[config.mk]
export PLATFORM = sky130hd
export DESIGN_NAME = pixel_format_converter
export DESIGN_NICKNAME = d
export VERILOG_FILES = /design/src/pfc_pkg.sv /design/src/pixel_format_converter.sv
export SDC_FILE = /design/constraint.sdc
export NUM_CORES = 1
export LEC_CHECK = 0
export BUFFER_PORTS_ARGS = -buffer_cell sky130_fd_sc_hd__buf_2
export CAP_MARGIN = 20
export CORE_ASPECT_RATIO = 1.5
export CORE_MARGIN = 2
export CORE_UTILIZATION = 39
export DETAILED_ROUTE_END_ITERATION = 8
export GPL_TIMING_DRIVEN = 1
export HOLD_SLACK_MARGIN = 0.15
export PLACE_DENSITY = 0.55
export SLEW_MARGIN = 20
export SYNTH_ARGS = -nofsm -noshare
export SYNTH_HDL_FRONTEND = slang
export SYNTH_SLANG_ARGS = --single-unit
[constraint.sdc]
create_clock -name clk_i -period 7.47 [get_ports clk_i]
set_clock_uncertainty 0.05 [all_clocks]
set_input_delay 1.1205 -clock clk_i [delete_from_list [all_inputs] [get_ports clk_i]]
set_output_delay 1.1205 -clock clk_i [all_outputs]
set_load 0.01 [all_outputs]
[src/pfc_pkg.sv]
// pfc_pkg: format codes and channel scaling helpers for the pixel format converter.
// No dependencies; used by pixel_format_converter.
package pfc_pkg;

  typedef enum logic [2:0] {
    FMT_ARGB8888 = 3'd0,
    FMT_RGB888   = 3'd1,
    FMT_XRGB8888 = 3'd2,
    FMT_RGB565   = 3'd3,
    FMT_XRGB1555 = 3'd4,
    FMT_ARGB1555 = 3'd5,
    FMT_ARGB4444 = 3'd6,
    FMT_BAD      = 3'd7
  } fmt_e;

  localparam logic [2:0] BYTES_NONE = 3'd0;
  localparam logic [2:0] BYTES_2    = 3'd2;
  localparam logic [2:0] BYTES_3    = 3'd3;
  localparam logic [2:0] BYTES_4    = 3'd4;

  // floor(v*255/31) = (v * 255 * ceil(2^18/31)) >> 18, exact for v <= 31
  localparam int unsigned Widen31Mul = 255 * 8457;
  // floor(v*255/63) = (v * 255 * ceil(2^20/63)) >> 20, exact for v <= 63
  localparam int unsigned Widen63Mul = 255 * 16645;

  function automatic logic [7:0] widen5(logic [4:0] v);
    logic [26:0] p;
    p = 27'(v) * 27'(Widen31Mul);
    return p[25:18];
  endfunction

  function automatic logic [7:0] widen6(logic [5:0] v);
    logic [28:0] p;
    p = 29'(v) * 29'(Widen63Mul);
    return p[27:20];
  endfunction

  // 255/15 is exactly 17
  function automatic logic [7:0] widen4(logic [3:0] v);
    return {v, v};
  endfunction

  // floor(c*m/255); x/255 == (x + 1 + (x >> 8)) >> 8 for x below 65535
  function automatic logic [5:0] narrow(logic [7:0] c, logic [5:0] m);
    logic [13:0] x;
    logic [14:0] t;
    x = 14'(c) * 14'(m);
    t = {1'b0, x} + 15'd1 + 15'(x[13:8]);
    return t[13:8];
  endfunction

endpackage

[src/pixel_format_converter.sv]
// pixel_format_converter: streaming pixel decode/encode between ARGB8888 and surface formats.
// Depends on pfc_pkg for format codes and channel scaling functions.

// One pixel per request, one result per request, sustained at one pixel per clock
// while m_axis_tready_i is high. A request passes an input register, then the
// conversion logic (one constant multiply and an add per channel) into the result
// register, which drives m_axis_tvalid_o. Backpressure on the master side
// stalls both stages; the input stage still takes a request while the result
// register is full and about to drain. Unsupported format codes give a zero
// pixel, zero byte count and the bad_format flag in tuser.
module pixel_format_converter (
  input  logic        clk_i,
  input  logic        rst_ni,
  input  logic        s_axis_tvalid_i,
  output logic        s_axis_tready_o,
  input  logic [31:0] s_axis_tdata_i,   // [31:0] pixel_in
  input  logic [3:0]  s_axis_tuser_i,   // [0] mode, [3:1] format
  output logic        m_axis_tvalid_o,
  input  logic        m_axis_tready_i,
  output logic [39:0] m_axis_tdata_o,   // [31:0] pixel_out, [34:32] byte_count, [39:35] zero
  output logic [0:0]  m_axis_tuser_o    // [0] bad_format
);

  logic        in_valid_q;
  logic        in_mode_q;
  logic [2:0]  in_fmt_q;
  logic [31:0] in_px_q;

  logic        out_valid_q;
  logic [31:0] out_px_q, out_px_d;
  logic [2:0]  out_bytes_q, out_bytes_d;
  logic        out_bad_q, out_bad_d;

  logic out_adv;
  logic in_take;

  assign out_adv         = !out_valid_q || m_axis_tready_i;
  assign s_axis_tready_o = !in_valid_q || out_adv;
  assign in_take         = s_axis_tvalid_i && s_axis_tready_o;

  always_ff @(posedge clk_i or negedge rst_ni) begin
    if (!rst_ni) begin
      in_valid_q  <= 1'b0;
      out_valid_q <= 1'b0;
    end else begin
      if (s_axis_tready_o) in_valid_q <= s_axis_tvalid_i;
      if (out_adv) out_valid_q <= in_valid_q;
    end
  end

  always_ff @(posedge clk_i) begin
    if (in_take) begin
      in_mode_q <= s_axis_tuser_i[0];
      in_fmt_q  <= s_axis_tuser_i[3:1];
      in_px_q   <= s_axis_tdata_i;
    end
    if (out_adv && in_valid_q) begin
      out_px_q    <= out_px_d;
      out_bytes_q <= out_bytes_d;
      out_bad_q   <= out_bad_d;
    end
  end

  logic [7:0] ch_r, ch_g, ch_b;
  assign ch_r = in_px_q[23:16];
  assign ch_g = in_px_q[15:8];
  assign ch_b = in_px_q[7:0];

  always_comb begin
    out_px_d    = '0;
    out_bytes_d = pfc_pkg::BYTES_NONE;
    out_bad_d   = 1'b0;
    case (in_fmt_q) inside
      pfc_pkg::FMT_ARGB8888: begin
        out_px_d    = in_px_q;
        out_bytes_d = pfc_pkg::BYTES_4;
      end
      pfc_pkg::FMT_RGB888: begin
        out_px_d    = {(in_mode_q ? 8'h00 : 8'hff), in_px_q[23:0]};
        out_bytes_d = pfc_pkg::BYTES_3;
      end
      pfc_pkg::FMT_XRGB8888: begin
        out_px_d    = {8'hff, in_px_q[23:0]};
        out_bytes_d = pfc_pkg::BYTES_4;
      end
      pfc_pkg::FMT_RGB565: begin
        if (in_mode_q) begin
          out_px_d = {16'h0000,
                      5'(pfc_pkg::narrow(ch_r, 6'd31)),
                      pfc_pkg::narrow(ch_g, 6'd63),
                      5'(pfc_pkg::narrow(ch_b, 6'd31))};
        end else begin
          out_px_d = {8'hff,
                      pfc_pkg::widen5(in_px_q[15:11]),
                      pfc_pkg::widen6(in_px_q[10:5]),
                      pfc_pkg::widen5(in_px_q[4:0])};
        end
        out_bytes_d = pfc_pkg::BYTES_2;
      end
      pfc_pkg::FMT_XRGB1555, pfc_pkg::FMT_ARGB1555: begin
        if (in_mode_q) begin
          out_px_d = {17'h00000,
                      5'(pfc_pkg::narrow(ch_r, 6'd31)),
                      5'(pfc_pkg::narrow(ch_g, 6'd31)),
                      5'(pfc_pkg::narrow(ch_b, 6'd31))};
        end else begin
          out_px_d = {8'hff,
                      pfc_pkg::widen5(in_px_q[14:10]),
                      pfc_pkg::widen5(in_px_q[9:5]),
                      pfc_pkg::widen5(in_px_q[4:0])};
        end
        out_bytes_d = pfc_pkg::BYTES_2;
      end
      pfc_pkg::FMT_ARGB4444: begin
        if (in_mode_q) begin
          out_px_d = {20'h00000,
                      4'(pfc_pkg::narrow(ch_r, 6'd15)),
                      4'(pfc_pkg::narrow(ch_g, 6'd15)),
                      4'(pfc_pkg::narrow(ch_b, 6'd15))};
        end else begin
          out_px_d = {8'hff,
                      pfc_pkg::widen4(in_px_q[11:8]),
                      pfc_pkg::widen4(in_px_q[7:4]),
                      pfc_pkg::widen4(in_px_q[3:0])};
        end
        out_bytes_d = pfc_pkg::BYTES_2;
      end
      default: begin
        out_bad_d = 1'b1;
      end
    endcase
  end

  assign m_axis_tvalid_o = out_valid_q;
  assign m_axis_tdata_o  = {5'b00000, out_bytes_q, out_px_q};
  assign m_axis_tuser_o  = out_bad_q;

  // unsupported format returns an all-zero result
  assert property (@(posedge clk_i) disable iff (!rst_ni)
    out_valid_q && out_bad_q |-> out_px_q == 32'h0 && out_bytes_q == pfc_pkg::BYTES_NONE)
    else $error("bad format result not zero");

  // a supported format always reports 2, 3 or 4 bytes
  assert property (@(posedge clk_i) disable iff (!rst_ni)
    out_valid_q && !out_bad_q |->
      out_bytes_q == pfc_pkg::BYTES_2 || out_bytes_q == pfc_pkg::BYTES_3 ||
      out_bytes_q == pfc_pkg::BYTES_4)
    else $error("byte count out of range");

  // an accepted request lands in the input register
  assert property (@(posedge clk_i) disable iff (!rst_ni)
    in_take |=> in_valid_q)
    else $error("accepted request lost");

  // a full input stage drains into the result register when it advances
  assert property (@(posedge clk_i) disable iff (!rst_ni)
    in_valid_q && out_adv |=> out_valid_q)
    else $error("result register missed a request");

endmodule
==> results of run 1 <==
==> synth_stat cells, drive strengths merged (16+ instances only) <==
library cell,instances,share of area (%)
ha,273,22
inv,252,6.1
fa,157,20
o21ai,88,2.9
a21oi,84,2.8
nor2,81,2.0
edfxtp,72,14
nand2,66,1.6
xnor2,55,3.1
nor3,40,1.3
o21a,37,1.8
a211oi,28,1.4
nand3,27,0.88
a21o,23,1.1
or3,22,0.89
xor2,22,1.3
nand2b,21,0.85
clkbuf,20,0.50
nand4,17,0.69
nor2b,16,0.65
==> cell type report <==
| type | instances | area, um2 |
|---|---|---|
| diodes | 1 | 2.50 |
| clock buffers | 9 | 225 |
| clock inverters | 7 | 83.8 |
| fillers | 3901 | 22300 |
| inverters | 252 | 946 |
| multi-input cells | 1303 | 12100 |
| flip-flops and latches | 74 | 2210 |
| well taps | 500 | 626 |
| repair buffers | 99 | 563 |
==> critical path, stage by stage, from the launching register on <==
cell and delay (ps):
edfxtp_1 370, buf_4 310, inv_1 240, fa_1 590, fa_1 570, inv_1 90, fa_1 490, ha_1 400
o21a_1 170, o31ai_2 100, a21oi_1 160, o21ai_0 140, a21oi_1 220, nor4_1 70, a311oi_1 540, ha_1 310
o211ai_1 110, nor3_1 240, nand2_1 160, or3_1 390, or4b_1 520, a31oi_1 170
==> registers in the layout, summed over array words and instances, names as in the netlist <==
| register | count |
|---|---|
| m_axis_tvalid_o | 1 |
| out_bytes_q | 3 |
| out_px_q | 32 |
| in_px_q | 32 |
| m_axis_tuser_o | 1 |
| in_valid_q | 1 |
| in_mode_q | 1 |
| in_fmt_q | 3 |
==> layer usage <==
layer / track usage [%] / wire length (um) / up-vias
li1: - / - / 6025
met1: 25.5 / 18300 / 6292
met2: 45.5 / 25900 / 295
met3: 1.81 / 1390 / 96
met4: 10.5 / 2090 / 0
met5: 0 / 0 / -
==> metrics by stage <==
step	total power [mW]	instance area, um2	hold WS, ps	setup slack, ps	instances
6_report	4.87	16800	446	929	2245
5_1_grt	5.37	16800	465	395	2245
4_1_cts	4.86	16800	452	932	2243
3_5_place_dp	4.34	16500	423	959	2227
3_3_place_gp	4.29	16500	414	964	2227
2_1_floorplan	3.38	15400	399	952	1654
==> cells in the final DEF, fill, tap and decap left out, types with 27 or more instances in the layout <==
cell      instances
a211oi_1         28
a21oi_1          82
buf_2            77
edfxtp_1         72
fa_1            157
ha_1            273
inv_1           252
nand2_1          66
nand3_1          27
nor2_1           80
nor3_1           39
o21a_1           37
o21ai_0          87
xnor2_1          55
==> how the worst min path moves through the flow <==
stage / slack [ps] / startpoint / endpoint / cells after the start
floorplan: 400 / in_valid_q$_DFFE_PN0N_ / m_axis_tvalid_o$_DFFE_PN0P_ / 1
global placement: 410 / in_valid_q$_DFFE_PN0N_ / m_axis_tvalid_o$_DFFE_PN0P_ / 1
detailed placement: 420 / in_valid_q$_DFFE_PN0N_ / m_axis_tvalid_o$_DFFE_PN0P_ / 1
CTS: 450 / in_valid_q$_DFFE_PN0N_ / m_axis_tvalid_o$_DFFE_PN0P_ / 1
global route: 470 / rst_ni / in_valid_q$_DFFE_PN0N_ / 1
finish: 450 / in_valid_q$_DFFE_PN0N_ / m_axis_tvalid_o$_DFFE_PN0P_ / 1
==> power breakdown <==
| group | switching (mW) | internal, mW |
|---|---|---|
| combinational | 2.30 | 1.53 |
| clock | 0.228 | 0.266 |
| sequential | 0.0326 | 0.511 |
| total | 2.56 | 2.31 |
==> cell families after synthesis <==
logic type / Yosys count / synth area share (%)
AOI/OAI and AO/OA: 409 / 18.2
xor gates and xnor gates: 78 / 4.53
adders and majority gates: 430 / 42.6
buffers and inverters: 277 / 6.89
DFF: 74 / 14.4
muxes: 15 / 0.992
other: 1 / 0.0244
and+or+nand+nor: 366 / 12.3
==> metrics.md, run 1 <==
| Metric | Value |
|---|---|
| Post-synth EDFFs | 72 |
| Yosys cell types | 81 |
| Max-cap viol count | 0 |
| Synth Instances | 1650 |
| Final core utilization | 43.0% |
| Yosys warns | 0 |
| R2R Path End | out_px_q[9]$_DFFE_PP_ |
| Synth Cell Area | 15400 um2 |
| Row count | 89 |
| Max rail drop VDD | 0.000163 V |
| Area Overhead vs Synth | 9.14% |
| Final Hold Viols | 0 |
| All-Layer GR Usage | 23.3% |
| Max Freq | 0.153 GHz |
| Startpoint Class | register |
| CORE AREA | 39100 um2 |
| Port Buf Inserts | 77 |
| Via density | 5.66 |
| First-pass GRT wire length | 74200 um |
| Final period util | 87.6% |
| Vias in the first global route | 13300 |
| Routed wire length | 47700 um |
| Placer congestion estimate | 0.979 |
| Die height | 247 um |
| Post-CTS setup repair buffer count | 0 |
| Crit Reg-Reg Startpoint | in_px_q[9]$_DFFE_PP_ |
| TritonCTS clock tree | yes |
| Worst R2R Path Depth | 21 |
| Via Count | 12700 |
| Congestion Overflow GR | 0 |
| Fin nets | 2209 |
| Crit Path Max Fanout | 14 |
| HP Class | register to register |
| Post-detail-place hpwl | 40000 um |
| CP Capture Point | out_px_q[9]$_DFFE_PP_ |
| Die area | 41100 um2 |
| Initial core utilization | 39.4% |
| Critical path class | register to register |
| Min cycle time layout | 6540 ps |
| Worst setup startpoint | in_px_q[9]$_DFFE_PP_ |
| Die width | 166 um |
| Avg Cell Area, Syn | 9.32 um2 |
| RSZ-0062 raised after global routing | false |
| Worst EP arrival | 6710 ps |
| Initial drt markers | 744 |
| Setup TNS | 0 ps |
| CTS resizes | 0 |
| Async SR Flop Fraction | 2.70% |
| Root buf cell | clkbuf_16 |
| Leakage | 7.78 nW |
| Initial antenna violation count | 1 |
| Flops & latches, synth | 74 |
| Worst Tran Pin Value | 1100 ps |
| H-Tree Depth | 3 |
| Worst-skew pair later-pin latency | 370 ps |
| Ys flop type | edfxtp_1 |
| Sequential share of the synthesized area | 14.4% |
| Cell area power density | 290 nW/um2 |
| CTS Hold Bufs | 0 |
| CTS Buffer Depth | 2 |
| Pin count of the biggest net entering global routing | 37 |
| CTS buffer count | 9 |
| Remaining antenna violation count | 0 |
| WL/cell | 21.2 um |
| CP required | 7640 ps |
| Clock transition at the registers of the reported paths | 70 ps |
| Reg2Reg Setup Slack | 930 ps |
| First-pass DRT Iterations | 5 |
| Ports | 83 |
| CP endpoint kind | register |
| # DRC | 0 |
| Share of layout cells above drive strength 1 | 8.54% |
| Final Max Tran Viols | 0 |
| Clock sink total | 74 |
| Setup violations, final | 0 |
| Rel. slew slack | 26.6% |
| Status | completed |
Note: power is estimated with default switching activity, not from simulation.
==> inputs of run 2 (changes only) <==
CORE_ASPECT_RATIO = default   (was 1.5)
==> metrics.md, run 2 (synthesis results as in run 1) <==
| Metric | Value |
|---|---|
| Status | completed (unchanged) |
| Internal | 2.26 mW (was 2.31 mW) |
| Crit-path cells | buf_4 > fa_1 > fa_1 > inv_1 > fa_1 > inv_1 > ha_1 > nor2b_1 > o31ai_2 > a21oi_1 > o21ai_0 > a21oi_1 > a311oi_1 > ha_1 > o211ai_1 > nor3_1 > nand2_1 > or3_1 > or4b_1 > a31oi_1 (was buf_4 > inv_1 > fa_1 > fa_1 > inv_1 > fa_1 > ha_1 > o21a_1 > o31ai_2 > a21oi_1 > o21ai_0 > a21oi_1 > nor4_1 > a311oi_1 > ha_1 > o211ai_1 > nor3_1 > nand2_1 > or3_1 > or4b_1 > a31oi_1) |
| Area of the multi-input gates | 12100 um2 (unchanged) |
| Congestion Overflow GR | 0 (unchanged) |
| TritonCTS clock tree | yes (unchanged) |
| Post-Layout Cell Count | 2263 (was 2245) |
| Worst-skew pair later-pin latency | 360 ps (was 370 ps) |
| Hold WS | 438 ps (was 446 ps) |
| Initial antenna violation count | 0 (was 1) |
| Routed wire length | 44300 um (was 47700 um) |
| Rel. slew slack | 24.8% (was 26.6%) |
| Remaining antenna violation count | 0 (unchanged) |
| Max rail drop VDD | 0.000118 V (was 0.000163 V) |
| Sequential Power Share | 11.5% (was 11.2%) |
| Hold EP | m_axis_tvalid_o$_DFFE_PN0P_ (unchanged) |
| Final core utilization | 43.2% (was 43.0%) |
| WP buf/inv | 3 (unchanged) |
| Initial core utilization | 39.6% (was 39.4%) |
| Min cycle time layout | 6570 ps (was 6540 ps) |
| Max-cap viol count | 0 (unchanged) |
| Vias in the first global route | 12900 (was 13300) |
| Worst Tran Pin Value | 1110 ps (was 1100 ps) |
| Final period util | 88.0% (was 87.6%) |
| First-pass GRT wire length | 71200 um (was 74200 um) |
| Combinational power share | 79.3% (was 78.7%) |
| Pre-CTS setup slack | 900 ps (was 959 ps) |
| CP required | 7640 ps (about the same) |
| Most frequent CP cell | fa_1 (unchanged) |
| CP endpoint kind | register (unchanged) |
| Most frequent cells in the layout | ha_1 (273), inv_1 (252), fa_1 (157) (unchanged) |
| Diode count | 0 (was 1) |
| Via density | 5.55 (was 5.66) |
| Clock transition at the registers of the reported paths | 80 ps (was 70 ps) |
| Setup TNS | 0 ps (unchanged) |
| Clock power frac | 9.3% (was 10.2%) |
| Final Max Tran Viols | 0 (unchanged) |
| Post-detail-place hpwl | 36600 um (was 40000 um) |
| CTS resizes | 0 (unchanged) |
| NetSw | 2.50 mW (was 2.56 mW) |
| First-pass DRT Iterations | 5 (unchanged) |
| Slowest CP cell | fa_1 (unchanged) |
| # DRC | 0 (unchanged) |
| CP max stage delay | 870 ps (was 590 ps) |
| Cells after DPL | 2247 (was 2227) |
| CTS Hold Bufs | 0 (unchanged) |
| Reg2Reg Setup Slack | 900 ps (was 930 ps) |
| H-Tree Depth | 3 (unchanged) |
| All-Layer GR Usage | 22.0% (was 23.3%) |
| Commonest non-fill, non-tap cell in the layout | ha_1 (unchanged) |
| Hold wc startpoint | in_valid_q$_DFFE_PN0N_ (unchanged) |
| Cell family with most CP delay | adder cells (unchanged) |
| Die width | 203 um (was 166 um) |
| CORE AREA | 38800 um2 (was 39100 um2) |
| Clock sink total | 74 (unchanged) |
| Final Hold Viols | 0 (unchanged) |
| Fin nets | 2210 (was 2209) |
| Area Overhead vs Synth | 9.05% (was 9.14%) |
| Worst R2R Path Depth | 20 (was 21) |
| Register Area | 2210 um2 (unchanged) |
| R2R Path End | out_px_q[9]$_DFFE_PP_ (unchanged) |
| Post-CTS setup repair buffer count | 0 (unchanged) |
| Critical path class | register to register (unchanged) |
| Worst EP arrival | 6740 ps (was 6710 ps) |
| Row count | 72 (was 89) |
| Cell area power density | 284 nW/um2 (was 290 nW/um2) |
| Pin count of the biggest net entering global routing | 37 (unchanged) |
| Placer congestion estimate | 0.879 (was 0.979) |
| WL/cell | 19.6 um (was 21.2 um) |
| Startpoint Class | register (unchanged) |
| CTS Buffer Depth | 2 (unchanged) |
| Share of layout cells above drive strength 1 | 8.60% (was 8.54%) |
| CTS buffer count | 9 (unchanged) |
| Leakage | 7.77 nW (was 7.78 nW) |
| Die height | 203 um (was 247 um) |
| Crit Path Max Fanout | 12 (was 14) |
| HP Class | register to register (unchanged) |
| Root buf cell | clkbuf_16 (unchanged) |
| Ports | 83 (unchanged) |
| Regs by FF count | in_px_q: 32 flops, out_px_q: 32 flops (unchanged) |
| Max Freq | 0.152 GHz (was 0.153 GHz) |
| Crit Reg-Reg Startpoint | in_px_q[9]$_DFFE_PP_ (unchanged) |
| Port Buf Inserts | 77 (unchanged) |
| Die area | 41000 um2 (was 41100 um2) |
| Sw Share | 52.6% (about the same) |
| Setup violations, final | 0 (unchanged) |
| Initial drt markers | 771 (was 744) |
| Setup slack after layout | 896 ps (was 929 ps) |
| Fill count | 3821 (was 3901) |
| RSZ-0062 raised after global routing | false (unchanged) |
| Hold depth | 1 (unchanged) |
| Via Count | 12600 (was 12700) |
## run 2: worst max path at each step
| stage | to | start | cells after the start |
|---|---|---|---|
| CTS | out_px_q[9]$_DFFE_PP_ | in_px_q[9]$_DFFE_PP_ | 20 |
| global placement | out_px_q[9]$_DFFE_PP_ | in_px_q[10]$_DFFE_PP_ | 21 |
| global route | out_px_q[9]$_DFFE_PP_ | in_px_q[9]$_DFFE_PP_ | 20 |
| floorplan | out_px_q[7]$_DFFE_PP_ | in_px_q[11]$_DFFE_PP_ | 23 |
| detailed placement | out_px_q[9]$_DFFE_PP_ | in_px_q[9]$_DFFE_PP_ | 20 |
| finish | out_px_q[9]$_DFFE_PP_ | in_px_q[9]$_DFFE_PP_ | 20 |
## run 2: power groups by stage
stage / sequential [mW] / clock (mW) / combinational [mW]
after floorplan: 0.567 / 0 / 2.82
after global placement: 0.554 / 0 / 3.67
after detailed placement: 0.554 / 0 / 3.72
after CTS: 0.546 / 0.451 / 3.76
after global routing: 0.550 / 0.461 / 4.26
final: 0.545 / 0.441 / 3.77
## run 2: routing by layer
| layer | track usage (%) | vias up | wire length (um) |
|---|---|---|---|
| li1 | - | 6041 | - |
| met1 | 30.5 | 6169 | 20800 |
| met2 | 36.5 | 296 | 20700 |
| met3 | 1.96 | 61 | 1680 |
| met4 | 6.78 | 0 | 1220 |
| met5 | 0 | - | 0 |
## run 2: worst register-to-register path: cells and delay by family (launching register included)
kind	cells	cell delay, ps
and+or+nand+nor	5	1460
adders and majority gates	5	2400
buffers and inverters	3	440
AOI/OAI and AO/OA	7	1580
DFF	1	480
## run 2: layout make-up
cell class,instances,share of cell area (%)
multi-input cells,1303,72.3
clock inverters,7,0.321
clock buffers,9,1.34
repair buffers,100,3.33
flip-flops and latches,74,13.2
well taps,518,3.86
inverters,252,5.64
## run 2: stage by stage
stage                     area (um2)  power (mW)
after floorplan                15400        3.38
after global placement         16500        4.22
after detailed placement       16500        4.28
after CTS                      16800        4.75
after global routing           16800        5.27
final                          16800        4.76
==> inputs of run 3 (changes only) <==
ABC_AREA = 1   (was default)
==> metrics.md, run 3 <==
| Metric | Value |
|---|---|
| Area Overhead vs Synth | 8.27% (was 9.05%) |
| Synth top area share | 19.9% (was 22.2%) |
| Max-cap viol count | 0 (unchanged) |
| Internal | 2.61 mW (was 2.26 mW) |
| Crit Path Max Fanout | 13 (was 12) |
| Synth Cell Area | 17200 um2 (was 15400 um2) |
| Commonest non-fill, non-tap cell in the layout | nand2_1 (was ha_1) |
| Synth Instances | 2358 (was 1650) |
| WL/cell | 16.7 um (was 19.6 um) |
| Routed wire length | 50600 um (was 44300 um) |
| Post-synth EDFFs | 72 (unchanged) |
| Setup slack after layout | 1300 ps (was 896 ps) |
| Die height | 214 um (was 203 um) |
| Final Max Tran Viols | 0 (unchanged) |
| Congestion Overflow GR | 0 (unchanged) |
| Status | completed (unchanged) |
| Placer congestion estimate | 0.898 (was 0.879) |
| Initial core utilization | 39.6% (about the same) |
| Row count | 76 (was 72) |
| Final Hold Viols | 0 (unchanged) |
| Ports | 83 (unchanged) |
| Avg Cell Area, Syn | 7.27 um2 (was 9.32 um2) |
| First-pass DRT Iterations | 5 (unchanged) |
| Yosys cell types | 57 (was 81) |
| Setup violations, final | 0 (unchanged) |
| Min cycle time layout | 6170 ps (was 6570 ps) |
| CTS buffer count | 9 (unchanged) |
| Worst Tran Pin Value | 1010 ps (was 1110 ps) |
| Ys flop type | edfxtp_1 (unchanged) |
| Setup TNS | 0 ps (unchanged) |
| First-pass GRT wire length | 80900 um (was 71200 um) |
| Clock power frac | 7.9% (was 9.3%) |
| Combinational power share | 82.9% (was 79.3%) |
| Most frequent cells after synthesis | nand2_1 (582), inv_1 (437), ha_1 (273) (was ha_1 (273), inv_1 (252), fa_1 (157)) |
| Cell taking the most area after synthesis | ha_1 (unchanged) |
| # DRC | 0 (unchanged) |
| Slowest CP cell | edfxtp_1 (was fa_1) |
| Diode count | 0 (unchanged) |
| Global Route met1 Usage | 30.0% (was 30.5%) |
| Met2 Use GR | 38.7% (was 36.5%) |
| Final period util | 82.6% (was 88.0%) |
| Max Freq | 0.162 GHz (was 0.152 GHz) |
| Root buf cell | clkbuf_16 (unchanged) |
| Via Count | 15500 (was 12600) |
| Count leader, synth | nand2_1 (was ha_1) |
| All-Layer GR Usage | 22.7% (was 22.0%) |
| Worst EP arrival | 6240 ps (was 6740 ps) |
| CP endpoint kind | register (unchanged) |
| Most frequent cells in the layout | nand2_1 (582), inv_1 (436), ha_1 (273) (was ha_1 (273), inv_1 (252), fa_1 (157)) |
| Async SR Flop Fraction | 2.70% (unchanged) |
| TritonCTS clock tree | yes (unchanged) |
| Fill count | 4561 (was 3821) |
| CTS Buffer Depth | 2 (unchanged) |
| HP Class | input pin to asynchronous set/reset pin (was register to register) |
| Worst-skew pair later-pin latency | 370 ps (was 360 ps) |
| Vias in the first global route | 15500 (was 12900) |
| Rel. slew slack | 32.5% (was 24.8%) |
| Initial antenna violation count | 0 (unchanged) |
| Yosys warns | 0 (unchanged) |
| Post-CTS setup repair buffer count | 0 (unchanged) |
| Clock sink total | 74 (unchanged) |
| Routing usage on met3 | 2.46% (was 1.96%) |
| Post-detail-place hpwl | 42700 um (was 36600 um) |
| Most frequent CP cell | inv_1 (was fa_1) |
| Clock transition at the registers of the reported paths | 70 ps (was 80 ps) |
| Remaining antenna violation count | 0 (unchanged) |
| Critical path class | register to register (unchanged) |
| Gr busiest metal | met2 (unchanged) |
| CP required | 7540 ps (was 7640 ps) |
| NetSw | 3.52 mW (was 2.50 mW) |
| Sequential share of the synthesized area | 12.9% (was 14.4%) |
| Leakage | 9.71 nW (was 7.77 nW) |
| H-Tree Depth | 3 (unchanged) |
| Port Buf Inserts | 77 (unchanged) |
| Pin count of the biggest net entering global routing | 43 (was 37) |
| Die width | 214 um (was 203 um) |
| Fin nets | 2910 (was 2210) |
| Flops & latches, synth | 74 (unchanged) |
| Cell area power density | 330 nW/um2 (was 284 nW/um2) |
| CTS resizes | 0 (unchanged) |
| Sw Share | 57.4% (was 52.6%) |
| Sequential Power Share | 9.2% (was 11.5%) |
| Initial drt markers | 958 (was 771) |
| Share of layout cells above drive strength 1 | 6.09% (was 8.60%) |
| Startpoint Class | register (unchanged) |
| CP max stage delay | 880 ps (was 870 ps) |
| Regs by FF count | in_px_q: 32 flops, out_px_q: 32 flops (unchanged) |
| Via density | 5.12 (was 5.55) |
| Die area | 45700 um2 (was 41000 um2) |
| Pre-CTS setup slack | 1290 ps (was 900 ps) |
| CORE AREA | 43300 um2 (was 38800 um2) |
| Ranking of synthesized cells by area | ha_1 (20%), fa_1 (18%), nand2_1 (13%) (was ha_1 (22%), fa_1 (20%), edfxtp_1 (14%)) |
| RSZ-0062 raised after global routing | false (unchanged) |
| CTS Hold Bufs | 0 (unchanged) |
| Final core utilization | 42.9% (was 43.2%) |
| Max rail drop VDD | 0.000170 V (was 0.000118 V) |
-- run 3: layout make-up --
class	instances	area [um2]	area share (%)
clock buffers	9	225	1.21
inverters	441	1660	8.92
repair buffers	85	445	2.40
flip-flops and latches	74	2210	11.9
multi-input cells	1829	13200	71.2
clock inverters	7	82.6	0.445
well taps	585	732	3.94
-- run 3: worst paths after layout --
path	start	to	slack, ps	cells past startpoint
hold / removal	rst_ni	in_valid_q$_DFFE_PN0N_	460	1
hold reg to reg	in_valid_q$_DFFE_PN0N_	m_axis_tvalid_o$_DFFE_PN0P_	480	2
setup reg to reg	in_px_q[13]$_DFFE_PP_	out_px_q[8]$_DFFE_PP_	1300	27
min in group clk_i	in_valid_q$_DFFE_PN0N_	m_axis_tvalid_o$_DFFE_PN0P_	480	2
max in group asynchronous	rst_ni	m_axis_tvalid_o$_DFFE_PN0P_	6800	1
setup / recovery	in_px_q[13]$_DFFE_PP_	out_px_q[8]$_DFFE_PP_	1300	27
-- run 3: kinds of logic (layout without fill, tap and decap cells) --
family                   Yosys count  after routing  synth area share (%)
AND/OR/NAND/NOR                 1011           1011                  25.1
buffers and inverters            459            542                  10.2
adder cells (fa/ha/maj)          430            430                  38.2
AO/OA/AOI/OAI                    337            337                  10.9
flip-flops                        74             74                  12.9
XOR/XNOR                          46             46                  2.61
other                              1              5                0.0219
-- run 3: worst max-delay path, delay by kind of cell (launching register included) --
kind | cells | cell delay [ps]
buffers and inverters | 7 | 870
and+or+nand+nor | 11 | 1020
AOI/OAI and AO/OA | 3 | 350
xor gates and xnor gates | 1 | 220
DFF | 1 | 880
adders and majority gates | 5 | 2490
-- run 3: routing by layer --
| metal | share of wire (%) | vias to the layer above |
|---|---|---|
| li1 | - | 7812 |
| met1 | 46 | 7270 |
| met2 | 47 | 343 |
| met3 | 4.0 | 84 |
| met4 | 3.4 | 0 |
| met5 | 0 | - |
-- run 3: power by group through the flow --
stage          Combinational [mW]  Clock, mW  Sequential (mW)
2_1_floorplan                3.86          0            0.580
3_3_place_gp                 4.97          0            0.570
4_1_cts                      5.07      0.496            0.563
3_5_place_dp                 5.04          0            0.571
5_1_grt                      5.83      0.508            0.568
6_report                     5.08      0.485            0.562
-- run 3: per-stage QoR --
| step | instances | power, mW | hold WS (ps) | cell area [um2] |
|---|---|---|---|---|
| after floorplan | 2362 | 4.44 | 397 | 17200 |
| after global placement | 3014 | 5.54 | 437 | 18300 |
| after detailed placement | 3014 | 5.61 | 452 | 18300 |
| after CTS | 3030 | 6.13 | 451 | 18600 |
| after global routing | 3030 | 6.90 | 455 | 18600 |
| final | 3030 | 6.13 | 464 | 18600 |
